File: config.mk
export PLATFORM = sky130hd
export DESIGN_NAME = servo_pot_pulse_conditioner
export DESIGN_NICKNAME = d
export VERILOG_FILES = /design/src/hw/rtl/spp_pkg.sv /design/src/hw/rtl/servo_pot_pulse_conditioner.sv
export SDC_FILE = /design/constraint.sdc
export NUM_CORES = 1
export LEC_CHECK = 0
export ABC_CLOCK_PERIOD_IN_PS = 21600
export BUFFER_PORTS_ARGS = -buffer_cell sky130_fd_sc_hd__buf_2
export CAP_MARGIN = 10
export CORE_ASPECT_RATIO = 1.1
export CORE_MARGIN = 3
export CORE_UTILIZATION = 60
export CTS_BUF_LIST = sky130_fd_sc_hd__clkbuf_4 sky130_fd_sc_hd__clkbuf_8
export DETAILED_ROUTE_END_ITERATION = 6
export PLACE_DENSITY = 0.8
export SLEW_MARGIN = 25
export SYNTH_ARGS = -nofsm -noshare
export SYNTH_HDL_FRONTEND = slang
export SYNTH_SLANG_ARGS = --single-unit
File: constraint.sdc
create_clock -name clk -period 21.6 [get_ports clk]
set_input_delay 4.32 -clock clk [delete_from_list [all_inputs] [get_ports clk]]
set_output_delay 4.32 -clock clk [all_outputs]
set_load 0.1 [all_outputs]
File: src/hw/rtl/spp_pkg.sv
// ----------------------------------------------------------------------------
// spp_pkg
// Shared constants for the servo potentiometer pulse conditioner: register
// indexes, reset values and the fixed scaling of the angle and pulse maps.
// ----------------------------------------------------------------------------
package spp_pkg;

  // Default sample width of the converter stream
  localparam int SAMPLE_BITS_DEF = 12;

  // Configuration port
  localparam int CFG_INDEX_W = 2;
  localparam int CFG_DATA_W  = 12;

  localparam logic [CFG_INDEX_W-1:0] CFG_SMOOTHING_SHIFT = 2'd0;
  localparam logic [CFG_INDEX_W-1:0] CFG_LEVEL_DEADBAND  = 2'd1;
  localparam logic [CFG_INDEX_W-1:0] CFG_PULSE_DEADBAND  = 2'd2;

  // Register widths and reset values
  localparam int SHIFT_W    = 3;
  localparam int LEVEL_DB_W = 12;
  localparam int PULSE_DB_W = 11;

  localparam logic [SHIFT_W-1:0]    SHIFT_RESET    = 3'd3;
  localparam logic [LEVEL_DB_W-1:0] LEVEL_DB_RESET = 12'd12;
  localparam logic [PULSE_DB_W-1:0] PULSE_DB_RESET = 11'd8;

  // Headroom of the averaging accumulator over the sample width
  localparam int ACC_EXTRA = 7;

  // Result field widths
  localparam int PULSE_W  = 12;
  localparam int ANGLE_W  = 8;
  localparam int LEVEL_W  = 12;
  localparam int OUT_DATA_W = 32;

  // Angle and pulse map
  localparam logic [ANGLE_W-1:0] ANGLE_MAX    = 8'd180;
  localparam logic [PULSE_W-1:0] PULSE_MIN    = 12'd500;
  localparam logic [PULSE_W-1:0] PULSE_MAX    = 12'd2500;
  localparam logic [PULSE_W-1:0] PULSE_CENTRE = 12'd1500;

  // angle * 2000 / 180 == floor(angle * 1456400 / 2^17) for angle <= 180
  localparam int PULSE_MUL_W = 21;
  localparam int PULSE_PROD_W = ANGLE_W + PULSE_MUL_W;
  localparam logic [PULSE_MUL_W-1:0] PULSE_MUL = 21'd1456400;
  localparam int PULSE_MUL_SHIFT = 17;

endpackage

File: src/hw/rtl/servo_pot_pulse_conditioner.sv
// ----------------------------------------------------------------------------
// servo_pot_pulse_conditioner
// Smooths potentiometer samples, applies level and pulse deadbands and maps
// the held level to a servo angle and pulse width.
// ----------------------------------------------------------------------------
// Takes one sample per clock while no stage stalls and returns one result
// per sample, in order. The pipeline has four registered stages: the input
// register, the averaging stage (accumulator and held level update in the
// same cycle), the angle stage (constant multiply and divide by full scale)
// and the output register (pulse map and held pulse update). Each stage
// holds its item until the next stage can take it, so empty stages keep
// filling while a result waits on out_tready. Configuration writes take
// effect at the next edge and are meant for an idle pipeline.
module servo_pot_pulse_conditioner #(
  parameter int SAMPLE_BITS = spp_pkg::SAMPLE_BITS_DEF
) (
  input  logic                                clk,
  input  logic                                rst_n,
  // Configuration write port
  input  logic                                cfg_wr_en,
  input  logic [spp_pkg::CFG_INDEX_W-1:0]     cfg_index,
  input  logic [spp_pkg::CFG_DATA_W-1:0]      cfg_data,
  // Sample stream
  input  logic                                in_tvalid,
  output logic                                in_tready,
  // [SAMPLE_BITS-1:0] sample, zero padded to whole bytes
  input  logic [((SAMPLE_BITS+7)/8)*8-1:0]    in_tdata,
  // Result stream
  output logic                                out_tvalid,
  input  logic                                out_tready,
  // [11:0] pulse_width, [19:12] angle_degrees, [31:20] smoothed_level
  output logic [spp_pkg::OUT_DATA_W-1:0]      out_tdata,
  // [0] pulse_changed
  output logic                                out_tuser
);

  localparam int ACC_W  = SAMPLE_BITS + spp_pkg::ACC_EXTRA;
  localparam int CMP_W  = (SAMPLE_BITS > spp_pkg::LEVEL_DB_W) ? SAMPLE_BITS
                                                              : spp_pkg::LEVEL_DB_W;
  localparam int PROD_W = SAMPLE_BITS + spp_pkg::ANGLE_W;
  localparam int FMT_W  = SAMPLE_BITS + spp_pkg::LEVEL_W;

  localparam logic [SAMPLE_BITS-1:0] FULL_SCALE = {SAMPLE_BITS{1'b1}};
  localparam logic [ACC_W-1:0]       ACC_MAX    = {FULL_SCALE, 7'b0};
  localparam logic [SAMPLE_BITS:0]   FS_EXT     = {1'b0, FULL_SCALE};

  // Configuration registers
  logic [spp_pkg::SHIFT_W-1:0]    shift_r;
  logic [spp_pkg::LEVEL_DB_W-1:0] level_db_r;
  logic [spp_pkg::PULSE_DB_W-1:0] pulse_db_r;

  // Pipeline registers
  logic                        s0_valid_r;
  logic [SAMPLE_BITS-1:0]      s0_sample_r;
  logic                        s1_valid_r;
  logic [SAMPLE_BITS-1:0]      s1_smoothed_r;
  logic                        s2_valid_r;
  logic [spp_pkg::ANGLE_W-1:0] s2_angle_r;
  logic [spp_pkg::LEVEL_W-1:0] s2_smoothed_r;
  logic                        out_valid_r;
  logic                        out_changed_r;
  logic [spp_pkg::ANGLE_W-1:0] out_angle_r;
  logic [spp_pkg::LEVEL_W-1:0] out_smoothed_r;

  // Running state
  logic [ACC_W-1:0]            acc_r;
  logic [SAMPLE_BITS-1:0]      held_level_r;
  logic [spp_pkg::PULSE_W-1:0] held_pulse_r;

  // Stage handshakes
  logic out_rdy, s2_rdy, s1_rdy, s0_rdy;
  logic s0_load, s1_load, s2_load, out_load;

  assign out_rdy  = !out_valid_r || out_tready;
  assign s2_rdy   = !s2_valid_r || out_rdy;
  assign s1_rdy   = !s1_valid_r || s2_rdy;
  assign s0_rdy   = !s0_valid_r || s1_rdy;
  assign in_tready = s0_rdy;

  assign s0_load  = in_tvalid && s0_rdy;
  assign s1_load  = s0_valid_r && s1_rdy;
  assign s2_load  = s1_valid_r && s2_rdy;
  assign out_load = s2_valid_r && out_rdy;

  // Averaging stage: update accumulator, saturate, apply level deadband
  logic [ACC_W-1:0]       samp_ext;
  logic [ACC_W-1:0]       acc_seed;
  logic [ACC_W:0]         acc_sum;
  logic [ACC_W-1:0]       acc_nxt;
  logic [ACC_W-1:0]       acc_scaled;
  logic [SAMPLE_BITS-1:0] smoothed;
  logic [SAMPLE_BITS-1:0] level_base;
  logic [SAMPLE_BITS-1:0] level_diff;
  logic [CMP_W-1:0]       level_diff_ext;
  logic [CMP_W-1:0]       level_db_ext;
  logic [SAMPLE_BITS-1:0] held_level_nxt;

  always_comb begin
    samp_ext   = {{spp_pkg::ACC_EXTRA{1'b0}}, s0_sample_r};
    acc_seed   = samp_ext << shift_r;
    acc_sum    = {1'b0, acc_r} - {1'b0, (acc_r >> shift_r)} + {1'b0, samp_ext};
    acc_nxt    = (acc_r == '0) ? acc_seed : acc_sum[ACC_W-1:0];
    acc_scaled = acc_nxt >> shift_r;
    if (acc_scaled > {{spp_pkg::ACC_EXTRA{1'b0}}, FULL_SCALE}) begin
      smoothed = FULL_SCALE;
    end else begin
      smoothed = acc_scaled[SAMPLE_BITS-1:0];
    end
    level_base = (held_level_r == '0) ? smoothed : held_level_r;
    level_diff = (smoothed > level_base) ? (smoothed - level_base)
                                         : (level_base - smoothed);
    level_diff_ext = CMP_W'(level_diff);
    level_db_ext   = CMP_W'(level_db_r);
    held_level_nxt = (level_diff_ext >= level_db_ext) ? smoothed : level_base;
  end

  // Angle stage: floor(held * 180 / full scale) with one correction step
  logic [PROD_W-1:0]           angle_prod;
  logic [spp_pkg::ANGLE_W-1:0] angle_q0;
  logic [SAMPLE_BITS:0]        angle_rem;
  logic [spp_pkg::ANGLE_W:0]   angle_q;
  logic [spp_pkg::ANGLE_W-1:0] angle_nxt;
  logic [FMT_W-1:0]            smoothed_fmt;

  always_comb begin
    angle_prod = {{spp_pkg::ANGLE_W{1'b0}}, held_level_r}
                 * PROD_W'(spp_pkg::ANGLE_MAX);
    angle_q0   = angle_prod[PROD_W-1:SAMPLE_BITS];
    angle_rem  = {1'b0, angle_prod[SAMPLE_BITS-1:0]}
                 + (SAMPLE_BITS+1)'(angle_q0);
    angle_q    = {1'b0, angle_q0} + {{spp_pkg::ANGLE_W{1'b0}}, (angle_rem >= FS_EXT)};
    angle_nxt  = (angle_q > {1'b0, spp_pkg::ANGLE_MAX}) ? spp_pkg::ANGLE_MAX
                                                        : angle_q[spp_pkg::ANGLE_W-1:0];
    smoothed_fmt = {{spp_pkg::LEVEL_W{1'b0}}, s1_smoothed_r};
  end

  // Output stage: map angle to pulse, apply pulse deadband
  logic [spp_pkg::PULSE_PROD_W-1:0] pulse_prod;
  logic [spp_pkg::PULSE_W-1:0]      pulse_new;
  logic [spp_pkg::PULSE_W-1:0]      pulse_diff;
  logic                             pulse_chg;

  always_comb begin
    pulse_prod = {{spp_pkg::PULSE_MUL_W{1'b0}}, s2_angle_r}
                 * {{spp_pkg::ANGLE_W{1'b0}}, spp_pkg::PULSE_MUL};
    pulse_new  = spp_pkg::PULSE_MIN
                 + pulse_prod[spp_pkg::PULSE_MUL_SHIFT +: spp_pkg::PULSE_W];
    pulse_diff = (pulse_new > held_pulse_r) ? (pulse_new - held_pulse_r)
                                            : (held_pulse_r - pulse_new);
    pulse_chg  = (pulse_diff >= {1'b0, pulse_db_r});
  end

  // Write configuration registers
  always_ff @(posedge clk) begin
    if (!rst_n) begin
      shift_r    <= spp_pkg::SHIFT_RESET;
      level_db_r <= spp_pkg::LEVEL_DB_RESET;
      pulse_db_r <= spp_pkg::PULSE_DB_RESET;
    end else if (cfg_wr_en) begin
      unique case (cfg_index)
        spp_pkg::CFG_SMOOTHING_SHIFT: shift_r    <= cfg_data[spp_pkg::SHIFT_W-1:0];
        spp_pkg::CFG_LEVEL_DEADBAND:  level_db_r <= cfg_data[spp_pkg::LEVEL_DB_W-1:0];
        spp_pkg::CFG_PULSE_DEADBAND:  pulse_db_r <= cfg_data[spp_pkg::PULSE_DB_W-1:0];
        default: ;
      endcase
    end
  end

  // Advance valid flags and running state
  always_ff @(posedge clk) begin
    if (!rst_n) begin
      s0_valid_r   <= 1'b0;
      s1_valid_r   <= 1'b0;
      s2_valid_r   <= 1'b0;
      out_valid_r  <= 1'b0;
      acc_r        <= '0;
      held_level_r <= '0;
      held_pulse_r <= spp_pkg::PULSE_CENTRE;
    end else begin
      if (s0_rdy)  s0_valid_r  <= in_tvalid;
      if (s1_rdy)  s1_valid_r  <= s0_valid_r;
      if (s2_rdy)  s2_valid_r  <= s1_valid_r;
      if (out_rdy) out_valid_r <= s2_valid_r;
      if (s1_load) begin
        acc_r        <= acc_nxt;
        held_level_r <= held_level_nxt;
      end
      if (out_load && pulse_chg) begin
        held_pulse_r <= pulse_new;
      end
    end
  end

  // Hold payload until each stage hands its transaction on
  always_ff @(posedge clk) begin
    if (s0_load)  s0_sample_r   <= in_tdata[SAMPLE_BITS-1:0];
    if (s1_load)  s1_smoothed_r <= smoothed;
    if (s2_load) begin
      s2_angle_r    <= angle_nxt;
      s2_smoothed_r <= smoothed_fmt[spp_pkg::LEVEL_W-1:0];
    end
    if (out_load) begin
      out_changed_r  <= pulse_chg;
      out_angle_r    <= s2_angle_r;
      out_smoothed_r <= s2_smoothed_r;
    end
  end

  assign out_tvalid = out_valid_r;
  assign out_tdata  = {out_smoothed_r, out_angle_r, held_pulse_r};
  assign out_tuser  = out_changed_r;

  // Accumulator never grows past full scale times the widest weight
  a_acc_bound: assert property (@(posedge clk) disable iff (!rst_n)
    acc_r <= ACC_MAX)
    else $error("accumulator exceeded its bound");

  // Held pulse stays inside the servo range
  a_pulse_range: assert property (@(posedge clk) disable iff (!rst_n)
    held_pulse_r >= spp_pkg::PULSE_MIN && held_pulse_r <= spp_pkg::PULSE_MAX)
    else $error("held pulse out of range");

  // A zero held level only follows a zero smoothed value
  a_zero_level: assert property (@(posedge clk) disable iff (!rst_n)
    (s1_valid_r && held_level_r == '0) |-> (s1_smoothed_r == '0))
    else $error("held level left at zero after a nonzero sample");

  // Angle stage never exceeds the mechanical range
  a_angle_range: assert property (@(posedge clk) disable iff (!rst_n)
    s2_valid_r |-> (s2_angle_r <= spp_pkg::ANGLE_MAX))
    else $error("angle above range");

  // A reported change with a nonzero deadband moved the held pulse
  a_change_moves: assert property (@(posedge clk) disable iff (!rst_n)
    (out_load && pulse_chg && pulse_db_r != '0)
      |=> (held_pulse_r != $past(held_pulse_r)))
    else $error("pulse change flagged without a pulse move");

endmodule

After elaboration in Yosys (flattened, before gate mapping)
Index checks and enable logic that the tools add are counted.
{"block": "word_totals", "ff_bits": 138, "latchBits": 0, "mem_bits_rw": 0, "mem_bits_ro": 0, "in_bits": 35, "out_inout_bits": 35, "elab_cells": 65, "memories": 0}
{"block": "classes", "addsub": 9, "n_mul": 2, "n_div": 0, "n_lt_le_gt_ge": 7, "eq_ne": 2, "shift": 3, "mux": 6, "bitwise_logic": 0, "n_reduce_logical": 19}
{"cell": "$mux W12", "count": 5}
{"cell": "$sub A12 B12 Y12", "count": 4}
{"cell": "$shr A19 B3 Y19", "count": 2}
{"cell": "$mul A8 B17 Y25 const B", "count": 1}
{"cell": "$gt A12 B12 Y1", "count": 2}
{"cell": "$add A19 B12 Y19", "count": 1}
{"cell": "$gt A19 B12 Y1 const B", "count": 1}
{"cell": "$logic_not A19 Y1", "count": 1}
{"cell": "$mux W19", "count": 1}
{"cell": "$shl A12 B3 Y19", "count": 1}
{"cell": "$sub A19 B19 Y19", "count": 1}
{"cell": "$mul A12 B6 Y18 const B", "count": 1}
{"cell": "$add A12 B8 Y13", "count": 1}
{"cell": "$ge A13 B12 Y1 const B", "count": 1}
{"cell": "$add A9 B12 Y12 const A", "count": 1}
{"cell": "$ge A12 B11 Y1", "count": 1}
{"cell": "$ge A12 B12 Y1", "count": 1}
{"cell": "$logic_not A12 Y1", "count": 1}
{"cell": "$add A8 B1 Y9", "count": 1}
{"cell": "$gt A9 B8 Y1 const B", "count": 1}
{"cell": "$reduce_and A2 Y1", "count": 3}
{"cell": "$logic_and A1 B1 Y1", "count": 5}
{"cell": "$logic_not A1 Y1", "count": 4}
{"cell": "$logic_or A1 B1 Y1", "count": 4}
{"cell": "other kinds (3)", "count": 3}

Logic depth before layout (Yosys ltp)
{"block": "logic_depth", "ltp_word": 12, "mapped_depth": 56, "mapped_depth_nobuf": 49}

Worst setup path after synthesis
Ideal clock, no wire load.
{"block": "synth_path", "kind": "reg2reg", "from": "register shift_r[1] (netlist bit)", "to": "register held_level_r[0]", "setup_time_ns": 0.128, "arrival_ns": 10.513, "required_ns": 21.472, "setup_slack_ns": 10.959, "stages_incl_launch_ff": 54, "path_buffers": 10, "synth_period_minus_slack_ns": 10.641, "cell_sequence": "dfxtp_1 buf_2 buf_6 buf_2 buf_1 buf_1 clkbuf_1 mux4_2 nand2_1 o21ai_0 fa_1 inv_1 ha_1 buf_6 a21o_1 or3_1 o2111a_2 or4_4 [... 18 more ...] nor2_1 a21oi_1 ha_1 a21o_1 a21o_1 a21o_1 a21o_1 a21o_1 a21o_1 a21o_1 a21o_1 a21o_1 a21o_1 a21oi_1 a21oi_1 clkbuf_1 a22oi_1 nor2_1"}
{"block": "synth_via", "elab_chain_len": 12, "elab_cells_between_ends": 15, "classes_between": "add/sub: 4; order compare: 3; shift: 3; mux: 5"}
{"element": "from (decl)", "line_no": "servo_pot_pulse_conditioner.sv:48", "text": "logic [spp_pkg::SHIFT_W-1:0] shift_r;"}
{"element": "from (signal assigned)", "line_no": "servo_pot_pulse_conditioner.sv:156", "text": "shift_r <= spp_pkg::SHIFT_RESET;"}
{"element": "from (signal assigned)", "line_no": "servo_pot_pulse_conditioner.sv:161", "text": "spp_pkg::CFG_SMOOTHING_SHIFT: shift_r <= cfg_data[spp_pkg::SHIFT_W-1:0];"}
{"element": "$shr A19 B3 Y19", "line_no": "servo_pot_pulse_conditioner.sv:101", "text": "acc_sum = {1'b0, acc_r} - {1'b0, (acc_r >> shift_r)} + {1'b0, samp_ext};"}
{"element": "$sub A19 B19 Y19", "line_no": "servo_pot_pulse_conditioner.sv:101"}
{"element": "$add A19 B12 Y19", "line_no": "servo_pot_pulse_conditioner.sv:101"}
{"element": "$mux W19", "line_no": "servo_pot_pulse_conditioner.sv:102", "text": "acc_nxt = (acc_r == '0) ? acc_seed : acc_sum[ACC_W-1:0];"}
{"element": "$shr A19 B3 Y19 (*)", "line_no": "servo_pot_pulse_conditioner.sv:103", "text": "acc_scaled = acc_nxt >> shift_r;"}
{"element": "$gt A19 B12 Y1", "line_no": "servo_pot_pulse_conditioner.sv:104", "text": "if (acc_scaled > {{spp_pkg::ACC_EXTRA{1'b0}}, FULL_SCALE}) begin"}
{"element": "$mux W12 (*)", "line_no": "servo_pot_pulse_conditioner.sv:104"}
{"element": "net smoothed[8]", "line_no": "servo_pot_pulse_conditioner.sv:91", "text": "logic [SAMPLE_BITS-1:0] smoothed;"}
{"element": "$mux W12", "line_no": "servo_pot_pulse_conditioner.sv:109", "text": "level_base = (held_level_r == '0) ? smoothed : held_level_r;"}
{"element": "$sub A12 B12 Y12 (tied with other cells)", "line_no": "servo_pot_pulse_conditioner.sv:111", "text": ": (level_base - smoothed);"}
{"element": "$mux W12 (*)", "line_no": "servo_pot_pulse_conditioner.sv:110", "text": "level_diff = (smoothed > level_base) ? (smoothed - level_base)"}
{"element": "$ge A12 B12 Y1 (*)", "line_no": "servo_pot_pulse_conditioner.sv:114", "text": "held_level_nxt = (level_diff_ext >= level_db_ext) ? smoothed : level_base;"}
{"element": "$mux W12 (*)", "line_no": "servo_pot_pulse_conditioner.sv:114"}
{"element": "to (signal assigned)", "line_no": "servo_pot_pulse_conditioner.sv:186", "text": "held_level_r <= held_level_nxt;"}
{"element": "to (decl)", "line_no": "servo_pot_pulse_conditioner.sv:67", "text": "logic [SAMPLE_BITS-1:0] held_level_r;"}
The timed path passes the listed nets; every way through them passes the cells marked *.
A chain may end at the register's enable or synchronous reset.

Final worst setup path
{"block": "layout_path", "from": "register shift_r[2] (netlist bit)", "to": "register held_level_r[2]"}
Same word-level chain as after synthesis.

==> run_results.csv <==
group,metric,value,unit
run_status,status,"complete, no violations",
drt,vias_per_cell,6.08,
sta,finalHoldViolations,0,
worst_setup_path,regToRegEndpoint,"held_level_r[2]",
worst_setup_path,slowest_delay,0.88,ns
worst_setup_path,cp_common_cell,"a21o_1",
yosys,syn-num-nets,1935,
global_route,grtUsageTotal,0.271,
clock_network,cts_max_level,4,
clock_network,cts.repair.resized,0,
yosys,netlist_top_cells_area,"ha_1 (16%), edfxtp_1 (13%), dfxtp_1 (9.9%)",
global_route,overflow,0,
worst_setup_path,reg2reg_from,"shift_r[2]",
placed_design,place.gp.congestion,0.979,
yosys,async_flop_share,0,
drt,drtIter0Drc,929,
sta,rsz0062_at_grt,"false",
placed_design,io_buffers,65,
worst_setup_path,rrSetupSlack,9.94,ns
floorplanning,rows,59,
yosys,syn-cell-area,14700,sq um
drt,drtAntennaViolNets,0,
flow_run,maxCapViolCount,0,
yosys,yosys.area_share.simple,0.149,
yosys,synth_top_area_cell,"ha_1",
yosys,synth_edf_count,65,
drt,route.detailed.drc,0,
placed_design,post-dp-hpwl,27900,um
yosys,yosysWarnings,0,
sta,relSlewSlack,0.334,
worst_setup_path,path_class,"flop to flop",
global_route,grt_start_max_net_pins,62,
clock_network,cts_sinks,138,
worst_setup_path,slowest_stage,"clkinv_1",
floorplanning,fp.coreArea,23800,sq um
clock_network,root_buffer,"clkbuf_8",
drt,routed_wl,35400,um
finish,drive_gt1_frac,0.119,
floorplanning,initial_core_util,0.616,
yosys,syn_avg_cell_area,8.87,sq um
global_route,antenna_found_initial,0,
worst_setup_path,worstSetupEndpoint,"held_level_r[2]",
clock_network,cts_tree,"done",
yosys,synth_compound_area_frac,0.194,
floorplanning,fp.dieW,155,um
finish,fin_nets,1964,
drt,wl_per_cell,17.6,um
global_route,grt_pass1_wl,58800,um
worst_setup_path,start_kind,"flop",
yosys,synth_ff_type,"dfxtp_1",
yosys,ys_seq_area_frac,0.232,
yosys,synth_top_area_frac,0.160,
worst_setup_path,worstPathRequired,21.96,ns
sta,period_share,0.540,
yosys,synth_fa_ha_area_frac,0.235,
sta,fin_tns_setup,0,ns
worst_hold_path,worstHoldPathType,"flop to flop",
sta,finalClockSkew,0.0185,ns
floorplanning,io_pins,70,
yosys,synth_xor_xnor_area_share,0.0328,
sta,timing.fmax,85.7,MHz
clock_network,post_cts_buffers,0,
worst_setup_path,crit_path_start,"shift_r[2]",
finish,syn_to_final_growth,6.10,%
floorplanning,die_h,170,um
drt,vias,12200,
clock_network,clkLatencyLatePin,0.45,ns
worst_setup_path,reg2reg_depth,44,
worst_hold_path,min_from,"s1_smoothed_r[5]",
sta,worst_pin_slew,0.994,ns
yosys,synth_cells,1657,
worst_setup_path,critPathArrivalTime,12.02,ns
yosys,yosysUniqueCellTypes,110,
sta,final-setup-viol-count,0,
clock_network,clock_path_buffers,2,
clock_network,clk_pin_slew_worst_paths,0.09,ns
sta,slew_viol_final,0,
worst_setup_path,cp-end-kind,"flop",
global_route,grt_pass1_vias,11800,
drt,drt_pre_antenna_iters,7,
yosys,ys_ff_latch,138,
sta,post-route-min-period,11.66,ns
worst_setup_path,cp_max_fo,55,
sta,holdWs,0.417,ns
yosys,muxShareOfSynthArea,0.0779,
clock_network,numCtsBuffers,17,
floorplanning,die_area,26400,sq um
yosys,synth_top_family_by_area,"adder cells",
clock_network,ctsHoldBuffers,0,
-- layout by cell type (no fill, tap or decap), types with 12 or more instances in the layout --
| cell type | instances |
|---|---|
| a31oi_1 | 16 |
| nor2_1 | 121 |
| mux2i_1 | 67 |
| or2_2 | 12 |
| nor2b_1 | 18 |
| a211oi_1 | 23 |
| clkbuf_8 | 17 |
| xor2_1 | 15 |
| o21a_1 | 12 |
| buf_2 | 65 |
| o211ai_1 | 30 |
| inv_1 | 223 |
| nor3_1 | 17 |
| nand3_1 | 26 |
| mux2_2 | 13 |
| dfxtp_1 | 70 |
| fa_1 | 55 |
| o21ai_0 | 66 |
| nand2b_1 | 22 |
| ha_1 | 188 |
| edfxtp_1 | 65 |
| a21o_1 | 51 |
| nand2_1 | 132 |
| a21oi_1 | 78 |
| xnor2_1 | 40 |
| a22oi_1 | 14 |
-- flip-flops by register name, indices dropped and copies added (netlist names) --
name            cells
out_tuser           1
s2_valid_r          1
held_pulse_r       12
level_db_ext       12
out_smoothed_r     12
s0_valid_r          1
s0_sample_r        12
held_level_r       12
out_tvalid          1
shift_r             3
s2_angle_r          8
s2_smoothed_r      12
s1_smoothed_r      12
s1_valid_r          1
acc_r              19
pulse_db_r         11
out_angle_r         8
-- routing by layer --
metal / vias to the layer above / GRT usage / wire length (um)
met5: - / 0 / 0
li1: 5935 / - / -
met4: 0 / 0.0784 / 826
met3: 56 / 0.0389 / 2110
met2: 396 / 0.472 / 17500
met1: 5803 / 0.352 / 14900
-- logic make-up after synthesis --
family,after synthesis
muxes,97
AOI/OAI and AO/OA,394
adders and majority gates,243
xor gates and xnor gates,55
buffers and inverters,290
DFF,138
and+or+nand+nor,440
-- cells in the mapped netlist (all sizes together) (12+ instances only) --
cell / number
and2: 12
o21a: 12
mux2i: 69
nand2: 134
nor2: 122
inv: 223
or2: 14
nand2b: 23
a211oi: 27
buf: 23
o21ai: 70
nand3: 26
xnor2: 40
a22oi: 14
ha: 188
fa: 55
dfxtp: 73
o211ai: 33
a31oi: 20
clkbuf: 39
nor4: 13
edfxtp: 65
a21o: 51
nor2b: 19
xor2: 15
nor3: 19
mux2: 17
a21oi: 80
-- area by class of cell --
type,instances,area [sq um]
Clock inverter,12,140
Timing Repair Buffer,72,378
Fill cell,1944,8250
Multi-Input combinational cell,1229,10200
Tap cell,305,382
Antenna cell,1,2.50
Inverter,228,857
Clock buffer,20,256
Sequential cell,138,3420
-- worst max-delay path, delay by kind of cell, from the launching register on --
kind                       cells  cell delay [ns]
buffers and inverters          5             1.55
AOI/OAI and AO/OA             23             5.67
DFF                            1             0.32
and+or+nand+nor               10             2.29
adders and majority gates      5             1.57
xor gates and xnor gates       1             0.18
-- through the flow --
stage | instance area [sq um] | cells | utilization | setup slack, ns
3_3_place_gp | 15200 | 1972 | 0.636 | 10.15
3_5_place_dp | 15200 | 1972 | 0.636 | 10.04
5_1_grt | 15600 | 2004 | 0.654 | 9.12
6_report | 15600 | 2005 | 0.654 | 9.94
2_1_floorplan | 14700 | 1657 | - | 10.96
4_1_cts | 15600 | 2004 | 0.653 | 9.89
-- worst min path at each step --
stage	to	slack, ns	cells past startpoint
final	s2_smoothed_r[5]	0.42	0
after global routing	s2_smoothed_r[5]	0.41	0
after CTS	s2_smoothed_r[5]	0.42	0
after detailed placement	s2_smoothed_r[5]	0.41	0
after global placement	out_smoothed_r[9]	0.40	0
after floorplan	out_smoothed_r[0]	0.40	0
Power is not shown: default switching activity piles up to over one toggle a cycle in this logic, so the estimate is an artifact.
